[src/lsj_pkg.sv]
// Shared constants for the periodic lattice site jump block.
package lsj_pkg;

  localparam int SITE_BITS      = 24;
  localparam int REG_BITS       = 7;
  localparam int NUM_REGS       = 5;
  localparam int CFG_IDX_W      = 3;
  localparam int MAX_EXTENT_DEF = 64;
  localparam int JUMP_BITS_DEF  = 8;

  localparam logic [REG_BITS-1:0] REG_RESET = REG_BITS'(16);

  // configuration register indexes
  localparam logic [CFG_IDX_W-1:0] REG_SPATIAL  = CFG_IDX_W'(0);
  localparam logic [CFG_IDX_W-1:0] REG_EXTENT_T = CFG_IDX_W'(1);
  localparam logic [CFG_IDX_W-1:0] REG_EXTENT_X = CFG_IDX_W'(2);
  localparam logic [CFG_IDX_W-1:0] REG_EXTENT_Y = CFG_IDX_W'(3);
  localparam logic [CFG_IDX_W-1:0] REG_EXTENT_Z = CFG_IDX_W'(4);

endpackage

[src/lsj_div.sv]
// Radix-2 restoring divider, one quotient bit per cycle.
module lsj_div #(
  parameter int N = 24,
  parameter int D = 7
) (
  input  logic         clk,
  input  logic         rst,
  input  logic         start,
  input  logic [N-1:0] dividend,
  input  logic [D-1:0] divisor,
  output logic         done,
  output logic [N-1:0] quot,
  output logic [D-1:0] rem
);

  localparam int CNT_W = $clog2(N + 1);

  logic             run;
  logic [CNT_W-1:0] cnt;
  logic [N-1:0]     acc;
  logic [D-1:0]     rem_r;
  logic [D-1:0]     dvs;
  logic [D:0]       partial;
  logic [D:0]       diff;
  logic             ge;

  assign partial = {rem_r, acc[N-1]};
  assign diff    = partial - {1'b0, dvs};
  assign ge      = (partial >= {1'b0, dvs});

  always_ff @(posedge clk) begin
    if (rst) begin
      run  <= 1'b0;
      cnt  <= '0;
      done <= 1'b0;
    end else begin
      done <= 1'b0;
      if (start) begin
        run   <= 1'b1;
        cnt   <= CNT_W'(N);
        acc   <= dividend;
        dvs   <= divisor;
        rem_r <= '0;
      end else if (run) begin
        acc   <= {acc[N-2:0], ge};
        rem_r <= ge ? diff[D-1:0] : partial[D-1:0];
        cnt   <= cnt - 1'b1;
        if (cnt == CNT_W'(1)) begin
          run  <= 1'b0;
          done <= 1'b1;
        end
      end
    end
  end

  assign quot = acc;
  assign rem  = rem_r;

endmodule

[src/lsj_lane.sv]
// One direction lane: add offset, floor-divide by extent, wrap and saturate count.
module lsj_lane #(
  parameter int COORD_W    = 24,
  parameter int JUMP_BITS  = 8,
  parameter int EXT_W      = 7,
  parameter int CO_W       = 6
) (
  input  logic                        clk,
  input  logic                        rst,
  input  logic                        start,
  input  logic [COORD_W-1:0]          coord,
  input  logic signed [JUMP_BITS-1:0] jump,
  input  logic [EXT_W-1:0]            extent,
  output logic                        done,
  output logic [CO_W-1:0]             wrapped,
  output logic signed [JUMP_BITS-1:0] overlap
);

  // signed sum: full-width coordinate plus carry, and a sign bit
  localparam int SUM_W = (((COORD_W + 1) > JUMP_BITS) ? (COORD_W + 1) : JUMP_BITS) + 1;
  localparam int M_W   = SUM_W - 1;
  localparam logic [M_W:0] LIM = (M_W + 1)'((1 << (JUMP_BITS - 1)) - 1);

  logic [SUM_W-1:0]     sum;
  logic [SUM_W-1:0]     sum_neg;
  logic [M_W-1:0]       mag;
  logic                 neg;
  logic                 div_done;
  logic [M_W-1:0]       div_quot;
  logic [EXT_W-1:0]     div_rem;
  logic                 borrow;
  logic [M_W:0]         qmag;
  logic [JUMP_BITS-1:0] sat;
  logic [EXT_W-1:0]     fold;

  assign sum     = {{(SUM_W-COORD_W){1'b0}}, coord}
                 + {{(SUM_W-JUMP_BITS){jump[JUMP_BITS-1]}}, jump};
  assign sum_neg = ~sum + 1'b1;
  assign mag     = sum[SUM_W-1] ? sum_neg[M_W-1:0] : sum[M_W-1:0];

  lsj_div #(.N(M_W), .D(EXT_W)) u_div (
    .clk      (clk),
    .rst      (rst),
    .start    (start),
    .dividend (mag),
    .divisor  (extent),
    .done     (div_done),
    .quot     (div_quot),
    .rem      (div_rem)
  );

  // floor semantics: a negative sum with a remainder takes one more wrap
  assign borrow = neg && (div_rem != '0);
  assign qmag   = {1'b0, div_quot} + (M_W + 1)'(borrow);
  assign sat    = (qmag > LIM) ? LIM[JUMP_BITS-1:0] : qmag[JUMP_BITS-1:0];
  assign fold   = borrow ? (extent - div_rem) : div_rem;

  always_ff @(posedge clk) begin
    if (rst) begin
      done <= 1'b0;
    end else begin
      done <= div_done;
    end
  end

  always_ff @(posedge clk) begin
    if (start) begin
      neg <= sum[SUM_W-1];
    end
    if (div_done) begin
      wrapped <= fold[CO_W-1:0];
      overlap <= neg ? (~sat + 1'b1) : sat;
    end
  end

endmodule

[src/lsj_pack.sv]
// Merge stage: packs the four wrapped coordinates back into a linear index.
module lsj_pack #(
  parameter int EXT_W = 7,
  parameter int CO_W  = 6
) (
  input  logic                           clk,
  input  logic                           rst,
  input  logic                           start,
  input  logic [EXT_W-1:0]               radix,
  input  logic [CO_W-1:0]                c_t,
  input  logic [CO_W-1:0]                c_x,
  input  logic [CO_W-1:0]                c_y,
  input  logic [CO_W-1:0]                c_z,
  output logic                           done,
  output logic [lsj_pkg::SITE_BITS-1:0]  site_out
);

  import lsj_pkg::*;

  logic                       run;
  logic [1:0]                 step;
  logic [SITE_BITS-1:0]       acc;
  logic [SITE_BITS+EXT_W-1:0] prod;
  logic [CO_W-1:0]            addend;
  logic [SITE_BITS-1:0]       acc_next;

  assign prod = acc * radix;

  always_comb begin
    unique case (step)
      2'd0:    addend = c_x;
      2'd1:    addend = c_y;
      default: addend = c_z;
    endcase
  end

  assign acc_next = prod[SITE_BITS-1:0] + SITE_BITS'(addend);

  always_ff @(posedge clk) begin
    if (rst) begin
      run  <= 1'b0;
      step <= '0;
      done <= 1'b0;
    end else begin
      done <= 1'b0;
      if (start) begin
        run  <= 1'b1;
        step <= '0;
        acc  <= SITE_BITS'(c_t);
      end else if (run) begin
        acc  <= acc_next;
        step <= step + 1'b1;
        if (step == 2'd2) begin
          run  <= 1'b0;
          done <= 1'b1;
        end
      end
    end
  end

  assign site_out = acc;

endmodule

[src/lattice_site_jump_periodic.sv]
// Top level of the periodic 4D lattice site jump block.
//
// Usage: a request (site, jump_t..jump_z) is taken at a rising edge with
// start high and busy low. The site index is split into t,x,y,z with
// spatial_extent as radix, each offset is added and wrapped into its
// direction's extent, and the packed index comes back with four signed,
// saturated wrap counts on dest_site / overlap_*.
// The result is shown for exactly one cycle with done high; the receiver
// cannot stall, so nothing backs up. busy drops in that same cycle and a
// new request may be taken right then.
// One request at a time: busy stays high from accept to done. The work
// is done by bit-serial dividers: one shared divider unpacks the three
// spatial digits, then four lane dividers wrap t, x, y, z side by side
// (t lane is longest), and the merge stage packs x, y and z into the
// index by multiply-add.
// Config: cfg_we/cfg_index/cfg_data write registers 0..4 (spatial_extent,
// extent_t, extent_x, extent_y, extent_z); other indexes are dropped.
// Write only while idle. Zero reads as 1, values above MAX_EXTENT clamp.
// Reset (rst, synchronous): all registers back to 16, control idle.
module lattice_site_jump_periodic #(
  parameter int MAX_EXTENT = lsj_pkg::MAX_EXTENT_DEF,
  parameter int JUMP_BITS  = lsj_pkg::JUMP_BITS_DEF
) (
  input  logic                            clk,
  input  logic                            rst,
  input  logic                            cfg_we,
  input  logic [lsj_pkg::CFG_IDX_W-1:0]   cfg_index,
  input  logic [lsj_pkg::REG_BITS-1:0]    cfg_data,
  input  logic                            start,
  output logic                            busy,
  input  logic [lsj_pkg::SITE_BITS-1:0]   site,
  input  logic signed [JUMP_BITS-1:0]     jump_t,
  input  logic signed [JUMP_BITS-1:0]     jump_x,
  input  logic signed [JUMP_BITS-1:0]     jump_y,
  input  logic signed [JUMP_BITS-1:0]     jump_z,
  output logic                            done,
  output logic [lsj_pkg::SITE_BITS-1:0]   dest_site,
  output logic signed [JUMP_BITS-1:0]     overlap_t,
  output logic signed [JUMP_BITS-1:0]     overlap_x,
  output logic signed [JUMP_BITS-1:0]     overlap_y,
  output logic signed [JUMP_BITS-1:0]     overlap_z
);

  import lsj_pkg::*;

  localparam int EXT_W = $clog2(MAX_EXTENT + 1);
  localparam int CO_W  = $clog2(MAX_EXTENT);
  localparam int CMP_W = (REG_BITS > EXT_W) ? REG_BITS : EXT_W;

  typedef enum logic [3:0] {
    S_IDLE   = 4'b0001,
    S_UNPACK = 4'b0010,
    S_WRAP   = 4'b0100,
    S_PACK   = 4'b1000
  } state_t;

  // zero acts as 1, anything past MAX_EXTENT clamps
  function automatic logic [EXT_W-1:0] eff_ext(input logic [REG_BITS-1:0] raw);
    logic [CMP_W-1:0] wide;
    logic [CMP_W-1:0] clamped;
    wide = CMP_W'(raw);
    if (raw == '0) begin
      clamped = CMP_W'(1);
    end else if (wide > CMP_W'(MAX_EXTENT)) begin
      clamped = CMP_W'(MAX_EXTENT);
    end else begin
      clamped = wide;
    end
    return clamped[EXT_W-1:0];
  endfunction

  // config registers
  logic [REG_BITS-1:0] spatial_extent;
  logic [REG_BITS-1:0] extent_t;
  logic [REG_BITS-1:0] extent_x;
  logic [REG_BITS-1:0] extent_y;
  logic [REG_BITS-1:0] extent_z;

  always_ff @(posedge clk) begin
    if (rst) begin
      spatial_extent <= REG_RESET;
      extent_t       <= REG_RESET;
      extent_x       <= REG_RESET;
      extent_y       <= REG_RESET;
      extent_z       <= REG_RESET;
    end else if (cfg_we) begin
      unique case (cfg_index)
        REG_SPATIAL:  spatial_extent <= cfg_data;
        REG_EXTENT_T: extent_t       <= cfg_data;
        REG_EXTENT_X: extent_x       <= cfg_data;
        REG_EXTENT_Y: extent_y       <= cfg_data;
        REG_EXTENT_Z: extent_z       <= cfg_data;
        default: ;
      endcase
    end
  end

  logic [EXT_W-1:0] radix;
  logic [EXT_W-1:0] ext_t;
  logic [EXT_W-1:0] ext_x;
  logic [EXT_W-1:0] ext_y;
  logic [EXT_W-1:0] ext_z;

  assign radix = eff_ext(spatial_extent);
  assign ext_t = eff_ext(extent_t);
  assign ext_x = eff_ext(extent_x);
  assign ext_y = eff_ext(extent_y);
  assign ext_z = eff_ext(extent_z);

  state_t                state;
  logic [1:0]            step;
  logic [3:0]            seen;
  logic [JUMP_BITS-1:0]  held_jump_t;
  logic [JUMP_BITS-1:0]  held_jump_x;
  logic [JUMP_BITS-1:0]  held_jump_y;
  logic [JUMP_BITS-1:0]  held_jump_z;
  logic [CO_W-1:0]       digit_y;
  logic [CO_W-1:0]       digit_z;

  logic                  div_start;
  logic [SITE_BITS-1:0]  div_dividend;
  logic                  div_done;
  logic [SITE_BITS-1:0]  div_quot;
  logic [EXT_W-1:0]      div_rem;
  logic                  lane_start;
  logic [3:0]            lane_done;
  logic                  lanes_all;
  logic                  pack_start;
  logic                  pack_done;
  logic [SITE_BITS-1:0]  pack_site;

  logic [CO_W-1:0]       wrap_t;
  logic [CO_W-1:0]       wrap_x;
  logic [CO_W-1:0]       wrap_y;
  logic [CO_W-1:0]       wrap_z;
  logic [JUMP_BITS-1:0]  ovl_t;
  logic [JUMP_BITS-1:0]  ovl_x;
  logic [JUMP_BITS-1:0]  ovl_y;
  logic [JUMP_BITS-1:0]  ovl_z;

  localparam logic [1:0] LAST_DIGIT = 2'd2;

  assign busy      = (state != S_IDLE);
  assign lanes_all = &(seen | lane_done);

  // sequencer strobes: the shared divider runs three times (z, y, x digits),
  // its last quotient is t
  always_comb begin
    div_start    = 1'b0;
    div_dividend = site;
    lane_start   = 1'b0;
    pack_start   = 1'b0;
    unique case (state)
      S_IDLE: begin
        div_start = start;
      end
      S_UNPACK: begin
        div_dividend = div_quot;
        if (div_done) begin
          if (step == LAST_DIGIT) begin
            lane_start = 1'b1;
          end else begin
            div_start = 1'b1;
          end
        end
      end
      S_WRAP: begin
        pack_start = lanes_all;
      end
      S_PACK: ;
      default: ;
    endcase
  end

  always_ff @(posedge clk) begin
    if (rst) begin
      state <= S_IDLE;
      step  <= '0;
      seen  <= '0;
      done  <= 1'b0;
    end else begin
      done <= 1'b0;
      unique case (state)
        S_IDLE: begin
          if (start) begin
            state       <= S_UNPACK;
            step        <= '0;
            held_jump_t <= jump_t;
            held_jump_x <= jump_x;
            held_jump_y <= jump_y;
            held_jump_z <= jump_z;
          end
        end
        S_UNPACK: begin
          if (div_done) begin
            step <= step + 1'b1;
            if (step == 2'd0) begin
              digit_z <= div_rem[CO_W-1:0];
            end
            if (step == 2'd1) begin
              digit_y <= div_rem[CO_W-1:0];
            end
            if (step == LAST_DIGIT) begin
              state <= S_WRAP;
              seen  <= '0;
            end
          end
        end
        S_WRAP: begin
          seen <= seen | lane_done;
          if (lanes_all) begin
            state <= S_PACK;
          end
        end
        S_PACK: begin
          if (pack_done) begin
            state     <= S_IDLE;
            done      <= 1'b1;
            dest_site <= pack_site;
            overlap_t <= ovl_t;
            overlap_x <= ovl_x;
            overlap_y <= ovl_y;
            overlap_z <= ovl_z;
          end
        end
        default: state <= S_IDLE;
      endcase
    end
  end

  // shared unpack divider
  lsj_div #(.N(SITE_BITS), .D(EXT_W)) u_unpack (
    .clk      (clk),
    .rst      (rst),
    .start    (div_start),
    .dividend (div_dividend),
    .divisor  (radix),
    .done     (div_done),
    .quot     (div_quot),
    .rem      (div_rem)
  );

  // four wrap lanes working side by side
  lsj_lane #(.COORD_W(SITE_BITS), .JUMP_BITS(JUMP_BITS), .EXT_W(EXT_W), .CO_W(CO_W))
  u_lane_t (
    .clk     (clk),
    .rst     (rst),
    .start   (lane_start),
    .coord   (div_quot),
    .jump    (held_jump_t),
    .extent  (ext_t),
    .done    (lane_done[0]),
    .wrapped (wrap_t),
    .overlap (ovl_t)
  );

  lsj_lane #(.COORD_W(CO_W), .JUMP_BITS(JUMP_BITS), .EXT_W(EXT_W), .CO_W(CO_W))
  u_lane_x (
    .clk     (clk),
    .rst     (rst),
    .start   (lane_start),
    .coord   (div_rem[CO_W-1:0]),
    .jump    (held_jump_x),
    .extent  (ext_x),
    .done    (lane_done[1]),
    .wrapped (wrap_x),
    .overlap (ovl_x)
  );

  lsj_lane #(.COORD_W(CO_W), .JUMP_BITS(JUMP_BITS), .EXT_W(EXT_W), .CO_W(CO_W))
  u_lane_y (
    .clk     (clk),
    .rst     (rst),
    .start   (lane_start),
    .coord   (digit_y),
    .jump    (held_jump_y),
    .extent  (ext_y),
    .done    (lane_done[2]),
    .wrapped (wrap_y),
    .overlap (ovl_y)
  );

  lsj_lane #(.COORD_W(CO_W), .JUMP_BITS(JUMP_BITS), .EXT_W(EXT_W), .CO_W(CO_W))
  u_lane_z (
    .clk     (clk),
    .rst     (rst),
    .start   (lane_start),
    .coord   (digit_z),
    .jump    (held_jump_z),
    .extent  (ext_z),
    .done    (lane_done[3]),
    .wrapped (wrap_z),
    .overlap (ovl_z)
  );

  // merge: pack wrapped coordinates back into a linear index
  lsj_pack #(.EXT_W(EXT_W), .CO_W(CO_W)) u_pack (
    .clk      (clk),
    .rst      (rst),
    .start    (pack_start),
    .radix    (radix),
    .c_t      (wrap_t),
    .c_x      (wrap_x),
    .c_y      (wrap_y),
    .c_z      (wrap_z),
    .done     (pack_done),
    .site_out (pack_site)
  );

`ifndef SYNTHESIS
  a_done_single: assert property (@(posedge clk) disable iff (rst) done |=> !done)
    else $error("done strobe longer than one cycle");

  a_accept_busy: assert property (@(posedge clk) disable iff (rst)
    (start && !busy) |=> busy)
    else $error("request accepted but block not busy");

  a_busy_ends_done: assert property (@(posedge clk) disable iff (rst)
    $fell(busy) |-> done)
    else $error("busy dropped without a result");
`endif

endmodule

[config.mk]
export PLATFORM = sky130hd
export DESIGN_NAME = lattice_site_jump_periodic
export DESIGN_NICKNAME = d
export VERILOG_FILES = /design/src/lsj_pkg.sv /design/src/lsj_div.sv /design/src/lsj_lane.sv /design/src/lsj_pack.sv /design/src/lattice_site_jump_periodic.sv
export SDC_FILE = /design/constraint.sdc
export NUM_CORES = 1
export LEC_CHECK = 0
export BUFFER_PORTS_ARGS = -buffer_cell sky130_fd_sc_hd__buf_2
export CAP_MARGIN = 0
export CORE_ASPECT_RATIO = 1.2
export CORE_MARGIN = 5
export CORE_UTILIZATION = 35
export CTS_BUF_LIST = sky130_fd_sc_hd__clkbuf_4
export DETAILED_ROUTE_END_ITERATION = 16
export PLACE_DENSITY = 0.5
export SYNTH_ARGS = -nofsm -noshare
export SYNTH_HDL_FRONTEND = slang
export SYNTH_HIERARCHICAL = 1
export SYNTH_SLANG_ARGS = --single-unit
export TNS_END_PERCENT = 30
[constraint.sdc]
create_clock -name clk -period 8.6 [get_ports clk]
set_input_delay 2.15 -clock clk [delete_from_list [all_inputs] [get_ports clk]]
set_output_delay 2.15 -clock clk [all_outputs]
set_load 0.02 [all_outputs]
==> results.py <==
metrics = {
    "synthesis": {
        "synth_area_um2": 28700,
        "synth_edf_count": 327,
        "synth_ff_type": "edfxtp_1",
        "yosysWarnings": 6,
        "syn_inst": 2762,
        "ys_ff_latch": 413,
        "synth-seq-area-share_pct": 40.3,
        "synth_nets": 3125,
        "ys_types": 107,
        "syn_avg_cell_area_um2": 10.4,
        "synthArstFlopShare_pct": 0,
    },
    "clock_network": {
        "cts.hold.buffers_added": 0,
        "h-tree-depth": 3,
        "ctsResizeCount": 0,
        "cts_root_buf": "clkbuf_4",
        "clk_pin_slew_ps": 60,
        "clockBufferDepth": 3,
        "cts_sinks": 413,
        "cts_buffers": 112,
        "cts_setup_buffers": 0,
        "clock_insertion_delay_worst_skew_ps": 920,
        "cts_tree": "done",
    },
    "placement": {
        "pre_cts_ws_ps": 2570,
        "io_buffers": 127,
        "globalplace.congestion": 0.830,
        "post-dp-hpwl_mm": 54.2,
        "placed_cells": 3891,
    },
    "floorplan": {
        "fp-row-count": 115,
        "initial_core_util_pct": 35.1,
        "die_x_um": 271,
        "core-area_um2": 81600,
        "dieHeight_um": 323,
        "die-area_um2": 87700,
        "io_pins": 128,
    },
    "power_and_ir_drop": {
        "peakVddDrop_mv": 0.114,
        "p_per_area_nw_per_um2": 150,
        "p_leak_nw": 12.7,
    },
    "drt": {
        "ant_nets": 0,
        "wire_per_inst_um": 17.7,
        "via_per_inst": 5.13,
        "num_vias": 21000,
        "drt_iter0_drc": 953,
        "remaining_drc_errors": 0,
        "first_pass_iters": 5,
        "finalWirelength_mm": 72.4,
    },
    "timing": {
        "fin_skew_ps": 102,
        "whs_ps": 411,
        "rsz0062_at_grt": "false",
        "final_max_slew_viol_count": 0,
        "setup_tns_ps": 0,
        "period_share_pct": 69.6,
        "tightest_slew_ps": 1270,
        "fmax_mhz": 167,
        "finalSetupViolCount": 0,
        "slew_headroom_pct": 14.4,
        "hold_viol_final": 0,
        "fin_crit_ps": 5980,
        "setup_ws_ps": 2620,
    },
    "layout": {
        "nNetsFinal": 3315,
        "final_layout_size_suffix_gt1_share_pct": 16.9,
        "final_core_util_pct": 39.1,
        "fin_cells": 4095,
        "num-fill-cells": 8053,
        "area_delta_synth_final_pct": 11.5,
        "final_cell_mix": "edfxtp_1 (327), inv_1 (257), nand2_1 (226)",
        "final_common_cell": "edfxtp_1",
    },
    "critical_path": {
        "crit_arrival_ps": 6590,
        "rr_startpoint": "spatial_extent[6]",
        "critical_path.cell_chain": "nor2b_1 > buf_4 > and2_1 > fa_1 > fa_1 > fa_1 > inv_1 > fa_1 > inv_1 > ha_1 > nand3_1 > a211oi_1 > o21ai_2 > a21oi_2 > nor4_2 > o21ai_1 > mux2_4",
        "worstSetupPathType": "flop to flop",
        "crit_slowest_cell": "nor2b_1",
        "start_kind": "flop",
        "r2r_slack_ps": 2620,
        "worstSetupEndpointType": "flop",
        "cp_top_family": "adder cells",
        "required_ps": 9200,
        "r2r_cells": 17,
        "max_stage_delay_ps": 810,
        "crit_top_cell": "fa_1",
        "critPathBufInv": 3,
        "critPathMaxFanout": 26,
        "timing.rr.end": "u_pack/site_out[22]",
    },
    "global_route": {
        "gr-usage-all-layers_pct": 16.2,
        "antenna_found_initial": 4,
        "grt_pass1_vias": 21900,
        "grt_max_degree": 77,
        "grt_overflow": 0,
        "grt_first_pass_wirelength_mm": 115,
    },
    "worst_hold_path": {
        "hp-class": "flop to flop",
        "min_delay_path_depth": 0,
        "min_from": "u_lane_z/overlap[1]",
        "whs_endpoint": "overlap_z[1]",
    },
    "status": {
        "status": "finished, final reports clean",
    },
    "flow_run": {
        "cap_violations": 0,
    },
}
-- cell type report --
type	instances	area [um2]	area share (%)
Multi-Input combinational cell	2011	15800	49.5
Sequential cell	413	11500	36.1
Tap cell	1053	1320	4.13
Clock buffer	162	1220	3.81
Inverter	264	993	3.11
Timing Repair Buffer	150	811	2.54
Clock inverter	40	240	0.752
Antenna cell	2	5.00	0.0157
-- power by group --
| group | switching, mW | internal, mW | total, mW |
|---|---|---|---|
| logic | 0.434 | 0.305 | 0.739 |
| registers | 0.0423 | 2.19 | 2.23 |
| clock network | 0.885 | 0.930 | 1.81 |
| total | 1.36 | 3.42 | 4.78 |
-- through the flow --
step           cell area [um2]  power (mW)
5_1_grt                  31900        5.07
3_3_place_gp             30500        3.00
2_1_floorplan            28700        2.82
3_5_place_dp             30500        3.02
4_1_cts                  31900        4.89
6_report                 31900        4.78
-- kinds of logic (layout without fill, tap and decap cells) --
family | after synthesis | after routing | synth area share [%]
AO/OA/AOI/OAI | 485 | 485 | 12.2
XOR/XNOR | 167 | 167 | 5.13
adder cells (fa/ha/maj) | 293 | 293 | 15.7
buffers and inverters | 338 | 616 | 4.70
flip-flops | 413 | 413 | 40.3
multiplexers | 133 | 133 | 5.02
other | 0 | 2 | 0
AND/OR/NAND/NOR | 933 | 933 | 17.0
-- routing by layer --
metal	part of all wire, %	GRT usage (%)	up-vias
li1	-	-	10200
met1	42	19.2	10200
met2	50	29.4	464
met3	4.2	2.79	155
met4	3.3	6.47	2
met5	0.0097	0	-
-- worst max-delay path by stage --
stage / from / cells past startpoint / endpoint
finish: spatial_extent[6] / 17 / u_pack/site_out[22]
global route: spatial_extent[6] / 17 / u_pack/site_out[22]
floorplan: rst / 2 / dest_site[0]
detailed placement: spatial_extent[6] / 17 / u_pack/site_out[22]
global placement: spatial_extent[6] / 17 / u_pack/site_out[22]
CTS: spatial_extent[6] / 17 / u_pack/site_out[22]
-- registers in the layout, summed over array words and instances, names as in the netlist, 24 cells and up --
| name | cells |
|---|---|
| dest_site | 24 |
| u_lane_t/u_div/quot | 25 |
| u_unpack/quot | 24 |
| u_pack/site_out | 24 |
-- synth_stat cells, types with 19 or more instances --
library cell    n  area (um2)
xnor2_1       108         946
a21o_1         25         188
nor2b_1        69         432
inv_1         258         968
a21oi_1       118         591
edfxtp_1      327        9820
ha_1          183        2290
nand4_1        24         150
buf_2          23         115
clkbuf_1       42         158
xor2_1         58         508
mux2i_1        53         531
dfxtp_1        86        1720
o21ai_1        22         110
nor2_1        179         672
and3_1         21         131
nand2_1       226         848
nor3_1         80         400
mux2_2         78         878
nand2b_1       28         175
fa_1          110        2200
and2_1        130         813
a211oi_1       19         143
o21a_1         24         180
o21ai_0        83         415
nand3_1        83         415
No activity file was read; power rests on OpenSTA's default activity.
